--- config.mk ---
export PLATFORM = sky130hd
export DESIGN_NAME = utf8_to_utf16_transcoder
export DESIGN_NICKNAME = d
export VERILOG_FILES = /design/src/rtl/u8u16_pkg.sv /design/src/rtl/u8u16_queue.sv /design/src/rtl/u8u16_front.sv /design/src/rtl/u8u16_back.sv /design/src/rtl/utf8_to_utf16_transcoder.sv
export SDC_FILE = /design/constraint.sdc
export NUM_CORES = 1
export LEC_CHECK = 0
export ABC_AREA = 1
export CORE_AREA = 2 2 157 159
export CTS_CLUSTER_SIZE = 16
export DETAILED_ROUTE_END_ITERATION = 12
export DIE_AREA = 0 0 159 161
export DONT_BUFFER_PORTS = 1
export PLACE_DENSITY = 0.55
export SLEW_MARGIN = 10
export SYNTH_ARGS = -nofsm -noshare
export SYNTH_HDL_FRONTEND = slang
export SYNTH_SLANG_ARGS = --single-unit
--- constraint.sdc ---
create_clock -name i_clk -period 5.25 [get_ports i_clk]
set_input_delay 1.05 -clock i_clk [delete_from_list [all_inputs] [get_ports i_clk]]
set_output_delay 1.05 -clock i_clk [all_outputs]
set_load 0.02 [all_outputs]
--- src/rtl/u8u16_pkg.sv ---
// Shared types and constants for the UTF-8 to UTF-16 transcoder.
// No dependencies; imported by the front, back and top-level modules.
package u8u16_pkg;

    // Most code units that one input byte can produce
    localparam int unsigned MAX_WORDS = 4;
    localparam int unsigned IDX_W     = $clog2(MAX_WORDS);
    localparam int unsigned WORD_W    = 16;
    localparam int unsigned BYTE_W    = 8;
    localparam int unsigned CODE_W    = 21;

    // Error replacement character '?'
    localparam logic [WORD_W-1:0] QMARK       = 16'h003F;
    localparam logic [WORD_W-1:0] HI_SURR     = 16'hD800;
    localparam logic [WORD_W-1:0] LO_SURR     = 16'hDC00;
    localparam logic [19:0]       SUPP_OFFSET = 20'h10000;
    // Top five bits of the highest code point, 0x10FFFF
    localparam logic [4:0]        PLANE_MAX   = 5'h10;

    // Byte class masks and patterns
    localparam logic [BYTE_W-1:0] CONT_MASK = 8'hC0;
    localparam logic [BYTE_W-1:0] CONT_PAT  = 8'h80;
    localparam logic [BYTE_W-1:0] LEAD2_MSK = 8'hE0;
    localparam logic [BYTE_W-1:0] LEAD2_PAT = 8'hC0;
    localparam logic [BYTE_W-1:0] LEAD3_MSK = 8'hF0;
    localparam logic [BYTE_W-1:0] LEAD3_PAT = 8'hE0;
    localparam logic [BYTE_W-1:0] LEAD4_MSK = 8'hF8;
    localparam logic [BYTE_W-1:0] LEAD4_PAT = 8'hF0;

    // Work list for one byte: the code units to emit and the index of the last one
    typedef struct packed {
        logic [IDX_W-1:0]                last_idx;
        logic [MAX_WORDS-1:0][WORD_W-1:0] word;
    } t_cmd;

endpackage

--- src/rtl/u8u16_queue.sv ---
// Small synchronous FIFO between the decoder front and the emitter back.
// Generic; no package dependency.
module u8u16_queue #(
    parameter int unsigned WIDTH = 66,
    parameter int unsigned DEPTH = 2
) (
    input  logic             i_clk,
    input  logic             i_rst_n,
    input  logic             i_push,
    input  logic [WIDTH-1:0] i_data,
    output logic             o_full,
    input  logic             i_pop,
    output logic             o_valid,
    output logic [WIDTH-1:0] o_data
);

    localparam int unsigned PTR_W = $clog2(DEPTH);
    localparam int unsigned CNT_W = $clog2(DEPTH + 1);
    localparam logic [PTR_W-1:0] LAST_PTR = PTR_W'(DEPTH - 1);
    localparam logic [CNT_W-1:0] FULL_CNT = CNT_W'(DEPTH);

    logic [WIDTH-1:0] r_mem [DEPTH];
    logic [PTR_W-1:0] r_wr_ptr, n_wr_ptr;
    logic [PTR_W-1:0] r_rd_ptr, n_rd_ptr;
    logic [CNT_W-1:0] r_count, n_count;
    logic             w_push, w_pop;

    assign o_full  = (r_count == FULL_CNT);
    assign o_valid = (r_count != '0);
    assign o_data  = r_mem[r_rd_ptr];
    assign w_push  = i_push && !o_full;
    assign w_pop   = i_pop && o_valid;

    // Pointer and fill-count update
    always_comb begin
        n_wr_ptr = r_wr_ptr;
        n_rd_ptr = r_rd_ptr;
        n_count  = r_count;
        if (w_push) begin
            n_wr_ptr = (r_wr_ptr == LAST_PTR) ? '0 : r_wr_ptr + 1'b1;
        end
        if (w_pop) begin
            n_rd_ptr = (r_rd_ptr == LAST_PTR) ? '0 : r_rd_ptr + 1'b1;
        end
        if (w_push && !w_pop) begin
            n_count = r_count + 1'b1;
        end else if (w_pop && !w_push) begin
            n_count = r_count - 1'b1;
        end
    end

    always_ff @(posedge i_clk) begin
        if (!i_rst_n) begin
            r_wr_ptr <= '0;
            r_rd_ptr <= '0;
            r_count  <= '0;
        end else begin
            r_wr_ptr <= n_wr_ptr;
            r_rd_ptr <= n_rd_ptr;
            r_count  <= n_count;
        end
    end

    // Storage
    always_ff @(posedge i_clk) begin
        if (w_push) begin
            r_mem[r_wr_ptr] <= i_data;
        end
    end

    a_count_range: assert property (@(posedge i_clk) disable iff (!i_rst_n)
        r_count <= FULL_CNT)
        else $error("queue fill count beyond depth");
    a_no_overflow: assert property (@(posedge i_clk) disable iff (!i_rst_n)
        o_full && !w_pop |=> o_full)
        else $error("queue left full without a pop");
    a_ptr_match: assert property (@(posedge i_clk) disable iff (!i_rst_n)
        (r_count == '0 || r_count == FULL_CNT) |-> r_wr_ptr == r_rd_ptr)
        else $error("queue pointers disagree with fill count");

endmodule

--- src/rtl/u8u16_front.sv ---
// Decoder front: accepts UTF-8 bytes, tracks the pending sequence and
// builds the list of UTF-16 code units per byte. Uses u8u16_pkg.
module u8u16_front (
    input  logic                     i_clk,
    input  logic                     i_rst_n,
    input  logic                     i_valid,
    output logic                     o_ready,
    input  logic [7:0]               i_in_byte,
    input  logic                     i_is_last,
    input  logic                     i_q_full,
    output logic                     o_push,
    output u8u16_pkg::t_cmd          o_cmd
);
    import u8u16_pkg::*;

    logic [CODE_W-1:0] r_code_acc, n_code_acc;
    logic [1:0]        r_bytes_needed, n_bytes_needed;
    logic [1:0]        r_bytes_seen, n_bytes_seen;
    logic [2:0]        w_count;
    logic              w_accept;
    logic [CODE_W-1:0] w_acc_ext;
    logic [19:0]       w_supp;
    logic              w_is_cont;
    logic              w_fresh;

    assign o_ready   = !i_q_full;
    assign w_accept  = i_valid && o_ready;
    assign w_is_cont = ((i_in_byte & CONT_MASK) == CONT_PAT);
    assign w_acc_ext = {r_code_acc[CODE_W-7:0], i_in_byte[5:0]};
    assign w_supp    = w_acc_ext[19:0] - SUPP_OFFSET;

    // Decode one byte: words default to '?', only real code units are placed
    always_comb begin
        n_code_acc     = r_code_acc;
        n_bytes_needed = r_bytes_needed;
        n_bytes_seen   = r_bytes_seen;
        w_count        = '0;
        w_fresh        = 1'b1;
        o_cmd.word     = {MAX_WORDS{QMARK}};

        if (r_bytes_needed != 2'd0) begin
            if (w_is_cont) begin
                w_fresh = 1'b0;
                if (r_bytes_needed == 2'd1) begin
                    // sequence complete
                    n_code_acc     = '0;
                    n_bytes_needed = '0;
                    n_bytes_seen   = '0;
                    if (w_acc_ext[20:16] == 5'd0) begin
                        o_cmd.word[0] = w_acc_ext[15:0];
                        w_count       = 3'd1;
                    end else if (w_acc_ext[20:16] <= PLANE_MAX) begin
                        o_cmd.word[0] = HI_SURR | {6'd0, w_supp[19:10]};
                        o_cmd.word[1] = LO_SURR | {6'd0, w_supp[9:0]};
                        w_count       = 3'd2;
                    end else begin
                        w_count = 3'd1;
                    end
                end else begin
                    n_code_acc     = w_acc_ext;
                    n_bytes_needed = r_bytes_needed - 1'b1;
                    n_bytes_seen   = r_bytes_seen + 1'b1;
                end
            end else begin
                // cut-off sequence: one '?' per byte taken
                w_count        = {1'b0, r_bytes_seen};
                n_code_acc     = '0;
                n_bytes_needed = '0;
                n_bytes_seen   = '0;
            end
        end

        if (w_fresh) begin
            if (!i_in_byte[7]) begin
                o_cmd.word[w_count[IDX_W-1:0]] = {8'd0, i_in_byte};
                w_count = w_count + 3'd1;
            end else if ((i_in_byte & LEAD2_MSK) == LEAD2_PAT) begin
                n_code_acc     = {16'd0, i_in_byte[4:0]};
                n_bytes_needed = 2'd1;
                n_bytes_seen   = 2'd1;
            end else if ((i_in_byte & LEAD3_MSK) == LEAD3_PAT) begin
                n_code_acc     = {17'd0, i_in_byte[3:0]};
                n_bytes_needed = 2'd2;
                n_bytes_seen   = 2'd1;
            end else if ((i_in_byte & LEAD4_MSK) == LEAD4_PAT) begin
                n_code_acc     = {18'd0, i_in_byte[2:0]};
                n_bytes_needed = 2'd3;
                n_bytes_seen   = 2'd1;
            end else begin
                // lone continuation or invalid lead
                w_count = w_count + 3'd1;
            end
        end

        // end of string flushes what is still pending
        if (i_is_last && n_bytes_needed != 2'd0) begin
            w_count        = w_count + {1'b0, n_bytes_seen};
            n_code_acc     = '0;
            n_bytes_needed = '0;
            n_bytes_seen   = '0;
        end

        o_cmd.last_idx = w_count[IDX_W-1:0] - 1'b1;
        o_push         = w_accept && (w_count != 3'd0);
    end

    always_ff @(posedge i_clk) begin
        if (!i_rst_n) begin
            r_code_acc     <= '0;
            r_bytes_needed <= '0;
            r_bytes_seen   <= '0;
        end else if (w_accept) begin
            r_code_acc     <= n_code_acc;
            r_bytes_needed <= n_bytes_needed;
            r_bytes_seen   <= n_bytes_seen;
        end
    end

    a_idle_after_last: assert property (@(posedge i_clk) disable iff (!i_rst_n)
        w_accept && i_is_last |=> r_bytes_needed == 2'd0 && r_bytes_seen == 2'd0)
        else $error("sequence still pending after end of string");
    a_seen_tracks_needed: assert property (@(posedge i_clk) disable iff (!i_rst_n)
        (r_bytes_needed == 2'd0) == (r_bytes_seen == 2'd0))
        else $error("bytes seen and bytes needed out of step");
    a_seq_length: assert property (@(posedge i_clk) disable iff (!i_rst_n)
        r_bytes_needed != 2'd0 |-> ({1'b0, r_bytes_needed} + {1'b0, r_bytes_seen}) <= 3'd4)
        else $error("pending sequence longer than four bytes");

endmodule

--- src/rtl/u8u16_back.sv ---
// Emitter back: takes one work list from the queue and hands out its code
// units one per cycle while the output is ready. Uses u8u16_pkg.
module u8u16_back (
    input  logic                        i_clk,
    input  logic                        i_rst_n,
    input  logic                        i_q_valid,
    input  u8u16_pkg::t_cmd             i_q_cmd,
    output logic                        o_q_pop,
    output logic                        o_valid,
    input  logic                        i_ready,
    output logic [u8u16_pkg::WORD_W-1:0] o_out_word,
    output logic                        o_last_of_run
);
    import u8u16_pkg::*;

    t_cmd             r_cmd;
    logic             r_busy;
    logic [IDX_W-1:0] r_idx;
    logic             w_done;
    logic             w_load;

    assign o_valid       = r_busy;
    assign o_out_word    = r_cmd.word[r_idx];
    assign o_last_of_run = (r_idx == r_cmd.last_idx);
    assign w_done        = r_busy && i_ready && o_last_of_run;
    assign w_load        = (!r_busy || w_done) && i_q_valid;
    assign o_q_pop       = w_load;

    // Control: busy flag and word index
    always_ff @(posedge i_clk) begin
        if (!i_rst_n) begin
            r_busy <= 1'b0;
            r_idx  <= '0;
        end else if (w_load) begin
            r_busy <= 1'b1;
            r_idx  <= '0;
        end else if (w_done) begin
            r_busy <= 1'b0;
        end else if (r_busy && i_ready) begin
            r_idx <= r_idx + 1'b1;
        end
    end

    // Work list register
    always_ff @(posedge i_clk) begin
        if (w_load) begin
            r_cmd <= i_q_cmd;
        end
    end

    a_idx_bound: assert property (@(posedge i_clk) disable iff (!i_rst_n)
        r_busy |-> r_idx <= r_cmd.last_idx)
        else $error("word index past end of work list");
    a_list_held: assert property (@(posedge i_clk) disable iff (!i_rst_n)
        r_busy && !w_done |=> $stable(r_cmd.last_idx) && r_busy)
        else $error("work list changed before its last word went out");
    a_pop_when_free: assert property (@(posedge i_clk) disable iff (!i_rst_n)
        o_q_pop |-> i_q_valid && (!r_busy || w_done))
        else $error("queue popped while a work list is in progress");

endmodule

--- src/rtl/utf8_to_utf16_transcoder.sv ---
// UTF-8 to UTF-16 transcoder: takes one byte per cycle unless the queue is
// full and emits UTF-16 code units, each word with a flag on the last word
// caused by its byte. A byte that yields one word (ASCII, or the final byte
// of a BMP character) goes in and out at one per cycle sustained while the
// output is ready; a byte that yields k words (a surrogate pair, or '?' bursts
// from cut-off sequences and end of string, up to four) holds the output for
// its k words, and the input keeps flowing until the QUEUE_DEPTH-entry queue
// between decoder and emitter is full. The emitter, one word per ready cycle,
// sets the rate. Bytes that only start or extend a sequence give no word.
// Depends on u8u16_pkg, u8u16_front, u8u16_queue and u8u16_back.
module utf8_to_utf16_transcoder #(
    parameter int unsigned QUEUE_DEPTH = 2
) (
    input  logic                         i_clk,
    input  logic                         i_rst_n,
    input  logic                         i_valid,
    output logic                         o_ready,
    input  logic [7:0]                   i_in_byte,
    input  logic                         i_is_last,
    output logic                         o_valid,
    input  logic                         i_ready,
    output logic [u8u16_pkg::WORD_W-1:0] o_out_word,
    output logic                         o_last_of_run
);
    import u8u16_pkg::*;

    t_cmd w_push_cmd;
    t_cmd w_head_cmd;
    logic w_push;
    logic w_full;
    logic w_pop;
    logic w_q_valid;

    // Decoder front
    u8u16_front u_front (
        .i_clk     (i_clk),
        .i_rst_n   (i_rst_n),
        .i_valid   (i_valid),
        .o_ready   (o_ready),
        .i_in_byte (i_in_byte),
        .i_is_last (i_is_last),
        .i_q_full  (w_full),
        .o_push    (w_push),
        .o_cmd     (w_push_cmd)
    );

    // Work-list queue
    u8u16_queue #(
        .WIDTH ($bits(t_cmd)),
        .DEPTH (QUEUE_DEPTH)
    ) u_queue (
        .i_clk   (i_clk),
        .i_rst_n (i_rst_n),
        .i_push  (w_push),
        .i_data  (w_push_cmd),
        .o_full  (w_full),
        .i_pop   (w_pop),
        .o_valid (w_q_valid),
        .o_data  (w_head_cmd)
    );

    // Emitter back
    u8u16_back u_back (
        .i_clk         (i_clk),
        .i_rst_n       (i_rst_n),
        .i_q_valid     (w_q_valid),
        .i_q_cmd       (w_head_cmd),
        .o_q_pop       (w_pop),
        .o_valid       (o_valid),
        .i_ready       (i_ready),
        .o_out_word    (o_out_word),
        .o_last_of_run (o_last_of_run)
    );

endmodule

======== Yosys cells after proc, flatten, opt, wreduce, memory -nomap -nowiden ========
Memory sizes are Yosys's and may differ from the RTL's. A register that Yosys moved wholly into a read port is not among the register bits.
Index checks and enable logic that the tools add are counted.
operators by class
  add/subtract/negate cells ............... 11
  $lt $le $gt $ge ......................... 4
  eq/ne operators ......................... 7
  mux-type cells .......................... 61
  bitwise logic cells ..................... 2
  reductions and logical operators ........ 25
operators by type and width
  operator                                                               count
  21-bit 2-to-1 mux                                                      9
  32-bit 2-to-1 mux                                                      4
  64-bit 2-to-1 mux                                                      2
  64-bit bitwise mux                                                     1
  16-bit 2-to-1 mux                                                      4
  2-bit 2-to-1 mux                                                       22
  16-bit binary-select mux with 2-bit select                             1
  16-bit demux with 2-bit select                                         1
  3-bit 2-to-1 mux                                                       9
  20-bit by 17-bit subtractor with 20-bit output, second input constant  1
  1-bit logical AND                                                      11
  2-bit nonzero test                                                     5
  1-bit 2-to-1 mux                                                       8
  2-bit by 1-bit adder with 2-bit output, second input constant          3
  2-bit by 3-bit < comparator with 1-bit output, second input constant   2
  2-bit by 1-bit subtractor with 2-bit output, second input constant     3
  5-bit equality test, second input constant                             1
  5-bit <= comparator, second input constant                             1
  5-bit logical NOT                                                      1
  2-bit equality test, second input constant                             2
  4-bit equality test, second input constant                             1
  1-bit logical NOT                                                      4
  3-bit by 1-bit adder with 3-bit output, second input constant          1
  3-bit by 2-bit adder with 3-bit output                                 1
  other kinds (10)                                                       12
storage, ports and cells
  flip-flop bits (word level) ............. 32
  RAM bits ................................ 132
  bits of input ports ..................... 13
  output and inout port bits .............. 19
  logic and storage cells ................. 119
  memories kept ........................... 1
memory list
  memory         words  bits a word  read ports  clocked after Yosys merged registers in  wr ports  RTL line           RTL
  u_queue.r_mem  2      66           1           1                                        1         u8u16_queue.sv:22  logic [WIDTH-1:0] r_mem [DEPTH];

======== Depth between registers and ports, before layout ========
Gate-level depths: netlist of the first run.
  word-level depth ........................ 21
  gate-level depth with buffers ........... 26
  depth with buffers taken out ............ 26

======== Modules after synthesis ========
A second synthesis of the first run with hierarchy kept.
unflattened totals
  cell total of the unflattened synthesis .. 746
  area total of the unflattened synthesis .. 9741.8 sq um
modules (own cells, without submodules)
  module       instances  cells an instance  area each (sq um)  seq. area each (sq um)
  u8u16_queue  1          242                5168.7             4063.9
  u8u16_back   1          191                2663.8             2042.0
  u8u16_front  1          313                1909.3             380.4

======== Worst setup path after synthesis of the first run ========
Ideal clock, no wire load.
  path type ............................... input-to-reg
  start point ............................. input i_in_byte[7]
  end point ............................... memory u_queue.r_mem[0][0] (enable)
  setup time .............................. 447 ps
  arrival ................................. 5063 ps
  data required time ...................... 4803 ps
  setup slack ............................. -261 ps
  cell stages on the path ................. 16
  buffers on the path ..................... 0
  path through ............................ inv_2 nor2_4 nand2_4 nor2_4 inv_1 nor2_2 a31oi_1 ha_1 o21ai_1 inv_1 fa_1 o21ai_1 ha_1 nand3_2 nand2_1 nor2_1
between the ends
  word-level cells in the longest chain between the ends .. 16
  elaborated cells between the ends (all ways) .. 37
  classes of those cells .................. 2 x add/sub; 4 x eq/ne; 26 x mux; 5 x reduce/logical
RTL lines
  what                                                                         RTL line                                                 RTL
  start, declared                                                              utf8_to_utf16_transcoder.sv:18                           input logic [7:0] i_in_byte,
  2-bit equality test                                                          u8u16_front.sv:28                                        assign w_is_cont = ((i_in_byte & CONT_MASK) == CONT_PAT);
  3-bit 2-to-1 mux or 2-bit 2-to-1 mux (tied branches)                         u8u16_front.sv:42                                        if (w_is_cont) begin
  3-bit 2-to-1 mux or 2-bit 2-to-1 mux (tied branches)                         u8u16_front.sv:41                                        if (r_bytes_needed != 2'd0) begin
  3-bit by 1-bit adder with 3-bit output or 2-bit 2-to-1 mux (tied branches)   u8u16_front.sv:76, u8u16_front.sv:91, u8u16_front.sv:85
  3-bit 2-to-1 mux or 2-bit 2-to-1 mux (tied branches)                         u8u16_front.sv:85, u8u16_front.sv:81
  3-bit 2-to-1 mux or 2-bit 2-to-1 mux (tied branches)                         u8u16_front.sv:81, u8u16_front.sv:77
  3-bit 2-to-1 mux or 2-bit 2-to-1 mux (tied branches)                         u8u16_front.sv:77, u8u16_front.sv:74
  3-bit 2-to-1 mux or 2-bit 2-to-1 mux (tied branches)                         u8u16_front.sv:74, u8u16_front.sv:73
  3-bit 2-to-1 mux or 2-bit nonzero test (tied branches)                       u8u16_front.sv:73, u8u16_front.sv:96
  3-bit by 2-bit adder with 3-bit output or 1-bit logical AND (tied branches)  u8u16_front.sv:97, u8u16_front.sv:96
  3-bit 2-to-1 mux (*)                                                         u8u16_front.sv:96                                        if (i_is_last && n_bytes_needed != 2'd0) begin
  3-bit nonzero test (*)                                                       u8u16_front.sv:104                                       o_push = w_accept && (w_count != 3'd0);
  1-bit logical AND (*)                                                        u8u16_front.sv:104
  1-bit logical AND (*)                                                        u8u16_queue.sv:31                                        assign w_push = i_push && !o_full;
  1-bit 2-to-1 mux (*)                                                         u8u16_queue.sv:66                                        if (w_push) begin
  1-bit 2-to-1 mux (implied by the code) (*)                                   u8u16_queue.sv:67                                        r_mem[r_wr_ptr] <= i_data;
  end, declared                                                                u8u16_queue.sv:22
Every way passes the cells marked *; elsewhere a longest branch is shown, timed or not.

======== Worst setup path after layout of the first run ========
  start point ............................. register u_front.r_bytes_needed[0]
  end point ............................... register u_queue.r_count[1]
between the ends
  word-level cells in the longest chain between the ends .. 18
  elaborated cells between the ends (all ways) .. 41
  classes of those cells .................. 3 x add/sub; 1 x eq/ne; 27 x mux; 10 x reduce/logical
RTL lines
  what                                                                                                           RTL line                                                 RTL
  start, declared                                                                                                u8u16_front.sv:17                                        logic [1:0] r_bytes_needed, n_bytes_needed;
  start signal, assigned                                                                                         u8u16_front.sv:114                                       r_bytes_needed <= n_bytes_needed;
  2-bit by 1-bit equality test with 1-bit output or 2-bit by 1-bit subtractor with 2-bit output (tied branches)  u8u16_front.sv:44, u8u16_front.sv:61
  3-bit 2-to-1 mux or 2-bit 2-to-1 mux (tied branches)                                                           u8u16_front.sv:44                                        if (r_bytes_needed == 2'd1) begin
  3-bit 2-to-1 mux or 2-bit 2-to-1 mux (tied branches)                                                           u8u16_front.sv:42
  3-bit 2-to-1 mux or 2-bit 2-to-1 mux (tied branches)                                                           u8u16_front.sv:41
  3-bit by 1-bit adder with 3-bit output or 2-bit 2-to-1 mux (tied branches)                                     u8u16_front.sv:76, u8u16_front.sv:91, u8u16_front.sv:85
  3-bit 2-to-1 mux or 2-bit 2-to-1 mux (tied branches)                                                           u8u16_front.sv:85, u8u16_front.sv:81
  3-bit 2-to-1 mux or 2-bit 2-to-1 mux (tied branches)                                                           u8u16_front.sv:81, u8u16_front.sv:77
  3-bit 2-to-1 mux or 2-bit 2-to-1 mux (tied branches)                                                           u8u16_front.sv:77, u8u16_front.sv:74
  [... 3 more ...]                                                                                               --
  3-bit 2-to-1 mux (*)                                                                                           u8u16_front.sv:96
  3-bit nonzero test (*)                                                                                         u8u16_front.sv:104
  1-bit logical AND (*)                                                                                          u8u16_front.sv:104
  1-bit logical AND (*)                                                                                          u8u16_queue.sv:31
  via u_queue.w_push                                                                                             u8u16_queue.sv:26                                        logic w_push, w_pop;
  1-bit logical NOT                                                                                              u8u16_queue.sv:47                                        end else if (w_pop && !w_push) begin
  1-bit logical AND                                                                                              u8u16_queue.sv:47
  2-bit nonzero test (no source line)                                                                            --
  end signal, assigned                                                                                           u8u16_queue.sv:60                                        r_count <= n_count;
  end, declared                                                                                                  u8u16_queue.sv:25                                        logic [CNT_W-1:0] r_count, n_count;
The timed path passes the listed nets; every way through them passes the cells marked *.
A chain may end at the register's enable or synchronous reset.

==> impl_metrics.yaml, run 1 <==
timing:
  drv_slew: 0
  max_freq_mhz: 230
  setup_tns_ns: 0
  fin_crit_sh: 0.827
  finalHoldViolations: 0
  fin_worst_skew_ns: 0.00712
  setup_viol: 0
  max_slew.worst_pin.slew_ns: 1.05
  max_slew_margin: 0.292
  rsz0062_at_grt: "no"
  period_needed_ns: 4.34
finish:
  fin_area_sq_um: 8010
  areaGrowthSynthToFinish_pct: 12.9
  fin_util: 0.334
  antennaDiodeCount: 0
  drive_gt1_frac: 0.0921
  fin_nets: 719
  fillers: 2433
floorplan:
  die_area_sq_um: 25600
  initial_utilization: 0.296
  die_y_um: 161
  pin_count: 32
  die_x_um: 159
  rows: 57
  core_area_sq_um: 24000
worst_setup_path:
  cp.required_ns: 5.56
  critPathLaunchType: "flip-flop"
  cp_data_arrival_time_ns: 4.65
  path_max_fanout: 16
  critPathCaptureType: "flip-flop"
  rrSetupSlack_ns: 0.91
  worstSetupPathType: "reg -> reg"
  timing.rr.end: "u_queue.r_count[1]"
  reg2reg_depth: 22
  r2r-start: "u_front.r_bytes_needed[0]"
synth:
  seq_area_frac_synth: 0.645
  synth.distinct_cells: 44
  synth_xor_area_frac: 0.00618
  syn_inst: 692
  ys_async_sr_fraction: 0
  synthAdderAreaFrac: 0.0240
  synth_area_sq_um: 7090
  yosysWarnings: 0
  synth_edf_count: 135
  synth_top_area_frac: 0.572
  synth_most_common_cell: "nand2_1"
  synth_area_leaders: "edfxtp_1 57%, nand2_1 11%, dfxtp_1 7.3%"
  ys_top_cells_by_count: "212 x nand2_1, 135 x edfxtp_1, 55 x inv_1"
  synth-main-ff-cell: "edfxtp_1"
  yosysTopAreaCell: "edfxtp_1"
  synth-seq-cells: 161
  yosys.area_share.simple: 0.182
  synth_compound_area_frac: 0.0909
  synth_top_family_by_area: "simple AND/OR/NAND/NOR gates"
  syn_avg_cell_area_sq_um: 10.2
  muxShareOfSynthArea: 0.00141
global_routing:
  grt_use_total: 0.129
  grt_max_degree: 48
  gr-total-overflow: 0
  antenna_found_initial: 0
  grt_pass1_wl_um: 25300
  grt_pass1_vias: 4501
route:
  avgViaCountPerCell: 4.53
  routed_wl_um: 15900
  drc: 0
  drtIter0Drc: 484
  drt_pre_antenna_iters: 5
  wl_per_cell_um: 15.4
  vias: 4664
  final_antenna_net_count: 0
flow_run:
  max-cap-violations: 0
pwr:
  leakage_nw: 2.90
  vdd_drop_max_mv: 0.244
  fin_total_pwr_mw: 3.96
  pwr_density_cell_nw_per_um2: 494
clock_network:
  cts_hold_buf: 0
  cts.path.max_buffers: 2
  clock_latency_ns: 0.43
  cts.clk_slew.worst_paths_ns: 0.06
  cts_buffers: 17
  cts.repair.resized: 0
  cts_max_level: 4
  cts-root-buf: "clkbuf_16"
  cts_setup_buffers: 0
  clock_sinks: 161
  cts_tree: "built"
placement:
  finalWeightedCongestion: 0.955
  dpl.hpwl_um: 11000
  port_buffers: 0
  post_dp_cell_area_sq_um: 7450
worst_hold_path:
  min_path_cells: 2
  hold_path_end: "u_queue.r_count[1]"
  hp-start: "u_queue.r_count[1]"
  min_path_type: "reg -> reg"
run_status:
  status: "complete, no violations"
## kinds of logic after synthesis
kind of cell               Yosys count
and+or+nand+nor                    309
DFF                                161
AOI/OAI and AO/OA                  113
buffers and inverters               89
adders and majority gates           13
xor gates and xnor gates             5
other                                1
muxes                                1
## metrics by stage
stage          cells  worst slack [ns]  hold WS (ns)
2_1_floorplan    695             0.487         0.452
3_3_place_gp     998             0.945         0.473
3_5_place_dp     998             0.840         0.476
4_1_cts         1030             0.949         0.487
5_1_grt         1030             0.450         0.509
6_report        1030             0.910         0.486
## cell type report
class | count | area [sq um] | area share
sequential | 161 | 4570 | 0.571
timing repair buffer | 8 | 60.1 | 0.00750
inverter | 60 | 228 | 0.0284
tap | 324 | 405 | 0.0506
multi-input combinational | 445 | 2180 | 0.272
clock buffer | 17 | 425 | 0.0531
clock inverter | 15 | 135 | 0.0169
## worst max-delay path by stage
stage                          endpoint                 startpoint  cells after the start
floorplan           u_queue.r_mem[0][0]               i_in_byte[7]                     16
global placement     u_queue.r_count[1]               i_in_byte[7]                     21
detailed placement   u_queue.r_count[1]               i_in_byte[7]                     21
CTS                  u_queue.r_count[1]  u_front.r_bytes_needed[0]                     22
global route         u_queue.r_count[1]  u_front.r_bytes_needed[0]                     22
finish               u_queue.r_count[1]  u_front.r_bytes_needed[0]                     22
## routing by layer
metal,vias up,GRT usage,share of wire
met5,-,0,0
met2,114,0.201,0.45
met4,0,0.0541,0.020
met3,22,0.0293,0.055
li1,2343,-,-
met1,2185,0.176,0.47
## report_power, final
group	internal, mW	switching [mW]	total [mW]
sequential	1.76	0.0956	1.86
combinational	0.219	0.709	0.928
clock	0.657	0.516	1.17
## sequential cells by signal, indices dropped and copies added (netlist names)
| signal | count |
|---|---|
| u_front.r_code_acc | 15 |
| u_back.r_cmd | 45 |
| u_front.r_bytes_needed | 2 |
| u_queue.r_mem | 90 |
| u_back.o_valid | 1 |
| u_queue.r_count | 2 |
| u_queue.r_wr_ptr | 1 |
| u_front.r_bytes_seen | 2 |
| u_queue.r_rd_ptr | 1 |
| u_back.r_idx | 2 |
## worst max-delay path: stages (launching register included)
cell,delay (ns)
dfxtp_1,0.35
inv_1,0.07
ha_1,0.40
inv_2,0.23
nand2_4,0.18
nor2_4,0.05
inv_1,0.10
nor2_2,0.06
a31oi_1,0.30
ha_1,0.30
o21ai_1,0.19
inv_1,0.09
fa_1,0.47
o21ai_1,0.16
ha_1,0.19
nand3_2,0.11
nand2_1,0.14
inv_1,0.06
ha_1,0.31
a21oi_1,0.11
o21ai_0,0.12
o21ai_0,0.17
a21oi_1,0.05
## cell usage in the layout (no fill, tap or decap), types with 4 or more instances in the layout
cell type	Yosys	layout
inv_6	0	4
buf_4	2	8
ha_1	12	12
clkbuf_16	0	17
conb_1	1	4
o211ai_1	5	5
dfxtp_1	26	26
xor2_1	4	4
o22ai_1	12	12
clkinvlp_4	0	4
clkinv_2	0	4
nor2_1	48	47
o21ai_0	43	43
inv_1	55	53
nand3_1	30	30
a21oi_1	33	33
edfxtp_1	135	135
nand3_2	4	4
nand2_1	212	212
o21ai_1	4	4
(Power assumes the default switching activity.)
==> run 2, diff against run 1 <==
--- a/config.mk
+++ b/config.mk
@@ -5,13 +5,13 @@
 export SDC_FILE = /design/constraint.sdc
 export NUM_CORES = 1
 export LEC_CHECK = 0
-export ABC_AREA = 1
+export ABC_AREA = 0
 export CORE_AREA = 2 2 157 159
 export CTS_CLUSTER_SIZE = 16
 export DETAILED_ROUTE_END_ITERATION = 12
 export DIE_AREA = 0 0 159 161
 export DONT_BUFFER_PORTS = 1
-export PLACE_DENSITY = 0.55
+export PLACE_DENSITY = 0.54
 export SLEW_MARGIN = 10
 export SYNTH_ARGS = -nofsm -noshare
 export SYNTH_HDL_FRONTEND = slang
==> constraint.sdc (replaced) <==
create_clock -name i_clk -period 3.6 [get_ports i_clk]
set_input_delay 0.72 -clock i_clk [delete_from_list [all_inputs] [get_ports i_clk]]
set_output_delay 0.72 -clock i_clk [all_outputs]
set_load 0.02 [all_outputs]
==> run 2 against run 1 <==
  * The run now ends with negative setup slack left
  * Combinational power rose by 25%
  * First-iteration DRC count fell by 35%
  * Synthesized cell count fell by 31%
  * Routed wire length fell by 4.5%
  * Global-route usage fell by 1.1 points
  * Critical path depth did not move
  * Register-to-register slack got worse by 1.1 ns
  * Final area rose by 7.4%
  * Non-clock buffer count rose by 44
  * Die area did not move
  * Flip-flop and latch count did not move
  * Clock skew rose by 0.0083 ns
==> impl_metrics.yaml, run 2 <==
run_status:
  status: "complete, but fails checks"
  violations: "negative setup slack"
global_routing:
  grt_pass1_vias: 4101
  grt_max_degree: 47
  grt_use_total: 0.119
  antenna_found_initial: 0
  grt_pass1_wl_um: 23200
  gr-total-overflow: 0
flow_run:
  max-cap-violations: 0
pwr:
  fin_total_pwr_mw: 5.53
  internal_power_mw: 4.01
  p_comb_frac: 0.210
  vdd_drop_max_mv: 0.430
  leakage_nw: 2.78
  p_sw_frac: 0.275
  pwr_density_cell_nw_per_um2: 642
  clkPwrFrac: 0.324
  p_switching_mw: 1.52
  seqPwrFrac: 0.466
synth:
  syn_avg_cell_area_sq_um: 14.7
  ys_async_sr_fraction: 0
  synth_most_common_cell: "edfxtp_1"
  seq_area_frac_synth: 0.651
  synth_edf_count: 135
  yosysTopAreaCell: "edfxtp_1"
  ys_top_cells_by_count: "135 x edfxtp_1, 45 x mux2_2, 26 x dfxtp_1"
  synth_top_area_frac: 0.577
  synth-seq-cells: 161
  yosysWarnings: 0
  synth-main-ff-cell: "edfxtp_1"
  synth.distinct_cells: 60
  synth_area_sq_um: 7020
  syn_inst: 477
  synth_area_leaders: "edfxtp_1 58%, dfxtp_1 7.4%, mux2_2 7.2%"
clock_network:
  cts_tree: "built"
  cts_hold_buf: 0
  cts_buffers: 17
  cts-root-buf: "clkbuf_16"
  clock_sinks: 161
  cts.clk_slew.worst_paths_ns: 0.06
  cts_max_level: 4
  clock_latency_ns: 0.43
  cts.path.max_buffers: 2
worst_setup_path:
  path_max_fanout: 8
  reg2reg_depth: 22
  rrSetupSlack_ns: -0.19
  cp_data_arrival_time_ns: 3.92
  worstSetupPathType: "reg -> reg"
  critPathCaptureType: "flip-flop"
  timing.rr.end: "u_queue.r_mem[0][48]"
  r2r-start: "u_front.r_code_acc[11]"
  cp.required_ns: 3.74
  critPathLaunchType: "flip-flop"
timing:
  fin_crit_sh: 1.05
  fin_worst_skew_ns: 0.0155
  max_freq_mhz: 264
  timing.final.ws_setup_ns: -0.186
  max_slew_margin: 0.230
  max_slew.worst_pin.slew_ns: 1.15
  setup_viol: 90
  drv_slew: 0
  period_needed_ns: 3.79
  finalHoldViolations: 0
  rsz0062_at_grt: "yes"
  hold_slack_ns: 0.420
placement:
  finalWeightedCongestion: 0.811
  port_buffers: 0
  post_dp_cell_area_sq_um: 7650
  dpl.hpwl_um: 9200
finish:
  largestRegisters: "u_queue.r_mem: 90 flops, u_back.r_cmd: 45 flops, u_front.r_code_acc: 15 flops"
  antennaDiodeCount: 0
  drive_gt1_frac: 0.343
  fin_nets: 552
  fillers: 2294
  fin_util: 0.359
  fin_area_sq_um: 8600
  final_cell_mix: "135 x edfxtp_1, 45 x mux2_2, 34 x buf_4"
  regMostFlops: "u_queue.r_mem"
  areaGrowthSynthToFinish_pct: 22.5
  mostFrequentLayoutCell: "edfxtp_1"
  largest_register_ff_count: 90
worst_hold_path:
  hp-start: "i_rst_n"
  min_path_type: "in -> reg"
  hold_path_end: "u_queue.r_count[0]"
  min_path_cells: 1
route:
  drt_pre_antenna_iters: 6
  wl_per_cell_um: 17.6
  vias: 4022
  final_antenna_net_count: 0
  wirelength_met1_um: 6720
  drc: 0
  wl_met3_um: 610
  drtIter0Drc: 313
  wl_met2_um: 7700
  top_layer_used: "met4"
  avgViaCountPerCell: 4.66
  routed_wl_um: 15200
floorplan:
  die_y_um: 161
  initial_utilization: 0.293
  pin_count: 32
  rows: 57
  die_x_um: 159
  die_area_sq_um: 25600
  core_area_sq_um: 24000
==> run 2: changes by cell type after synthesis, sizes merged, moves of 12 or more <==
cell / before / now
a32o: 0 / 14
nand2: 218 / 23
a21oi: 35 / 19
o21ai: 47 / 11
nand3: 34 / 3
o22ai: 12 / 0
inv: 59 / 22
nand2b: 0 / 14
nor2: 53 / 16
mux2: 0 / 45
==> run 2: cell type report <==
class | count | area [sq um] | share of cell area
Clock buffer | 18 | 429 | 0.0499
Clock inverter | 14 | 164 | 0.0191
Inverter | 22 | 82.6 | 0.00960
Multi-Input combinational cell | 272 | 2330 | 0.271
Sequential cell | 161 | 4580 | 0.532
Tap cell | 324 | 405 | 0.0471
Timing Repair Buffer | 52 | 612 | 0.0711
==> run 2: what timing repair did <==
item,in CTS,in global routing
endpoints found under the setup margin,92,92
gates cloned,2,7
resized for setup,13,10
pin swaps,5,1
setup buffers,10,4
==> run 2: worst max path at each step <==
stage | depth (start not counted) | slack [ns] | end | start
final | 22 | -0.19 | u_queue.r_mem[0][48] | u_front.r_code_acc[11]
after global routing | 22 | -0.36 | u_queue.r_count[1] | u_front.r_code_acc[11]
after CTS | 22 | -0.15 | u_queue.r_count[1] | u_front.r_code_acc[11]
after detailed placement | 22 | -0.36 | u_queue.r_count[1] | u_front.r_code_acc[10]
after global placement | 22 | -0.23 | u_queue.r_count[1] | u_front.r_code_acc[10]
after floorplan | 16 | -0.43 | u_queue.r_mem[0][0] | i_in_byte[6]
==> run 2: metal layers <==
| metal | track usage | vias to the layer above |
|---|---|---|
| li1 | - | 1887 |
| met1 | 0.145 | 2023 |
| met5 | 0 | - |
| met3 | 0.0331 | 13 |
| met2 | 0.206 | 99 |
| met4 | 0.0380 | 0 |
==> run 2: critical path, stage by stage (launching register included) <==
cell	delay [ns]
dfxtp_2	0.33
inv_2	0.07
ha_4	0.15
nand2_4	0.06
ha_4	0.25
nor3b_2	0.16
a21oi_1	0.06
nor2_2	0.16
inv_1	0.08
ha_1	0.27
nand2_1	0.07
o21ai_2	0.06
fa_1	0.48
mux2i_1	0.07
ha_2	0.18
and3_4	0.14
nand3_2	0.08
nand4_4	0.08
buf_4	0.15
buf_6	0.12
nor2_4	0.13
buf_12	0.18
clkbuf_16	0.17
==> run 2: cell families (layout without fill, tap and decap cells) <==
kind of cell	Yosys count	after routing	synth area share
AOI/OAI and AO/OA	65	65	0.0693
xor gates and xnor gates	10	10	0.0125
adders and majority gates	13	13	0.0242
buffers and inverters	47	106	0.0346
DFF	161	161	0.651
muxes	65	65	0.115
other	1	4	0.000534
and+or+nand+nor	115	115	0.0926
==> run 2: stage by stage <==
stage	cells	TNS, ns	worst slack (ns)
5_1_grt	863	-27.24	-0.364
2_1_floorplan	480	-38.46	-0.434
4_1_cts	855	-3.83	-0.149
6_report	863	-12.76	-0.186
3_3_place_gp	811	-10.23	-0.232
3_5_place_dp	811	-19.46	-0.362
==> run 2: power groups by stage <==
stage	Sequential [mW]	Combinational, mW	Clock, mW
finish	2.57	1.16	1.79
global route	2.61	1.26	1.91
CTS	2.58	1.10	1.83
detailed placement	2.62	1.03	0
global placement	2.61	1.01	0
floorplan	2.49	0.864	0
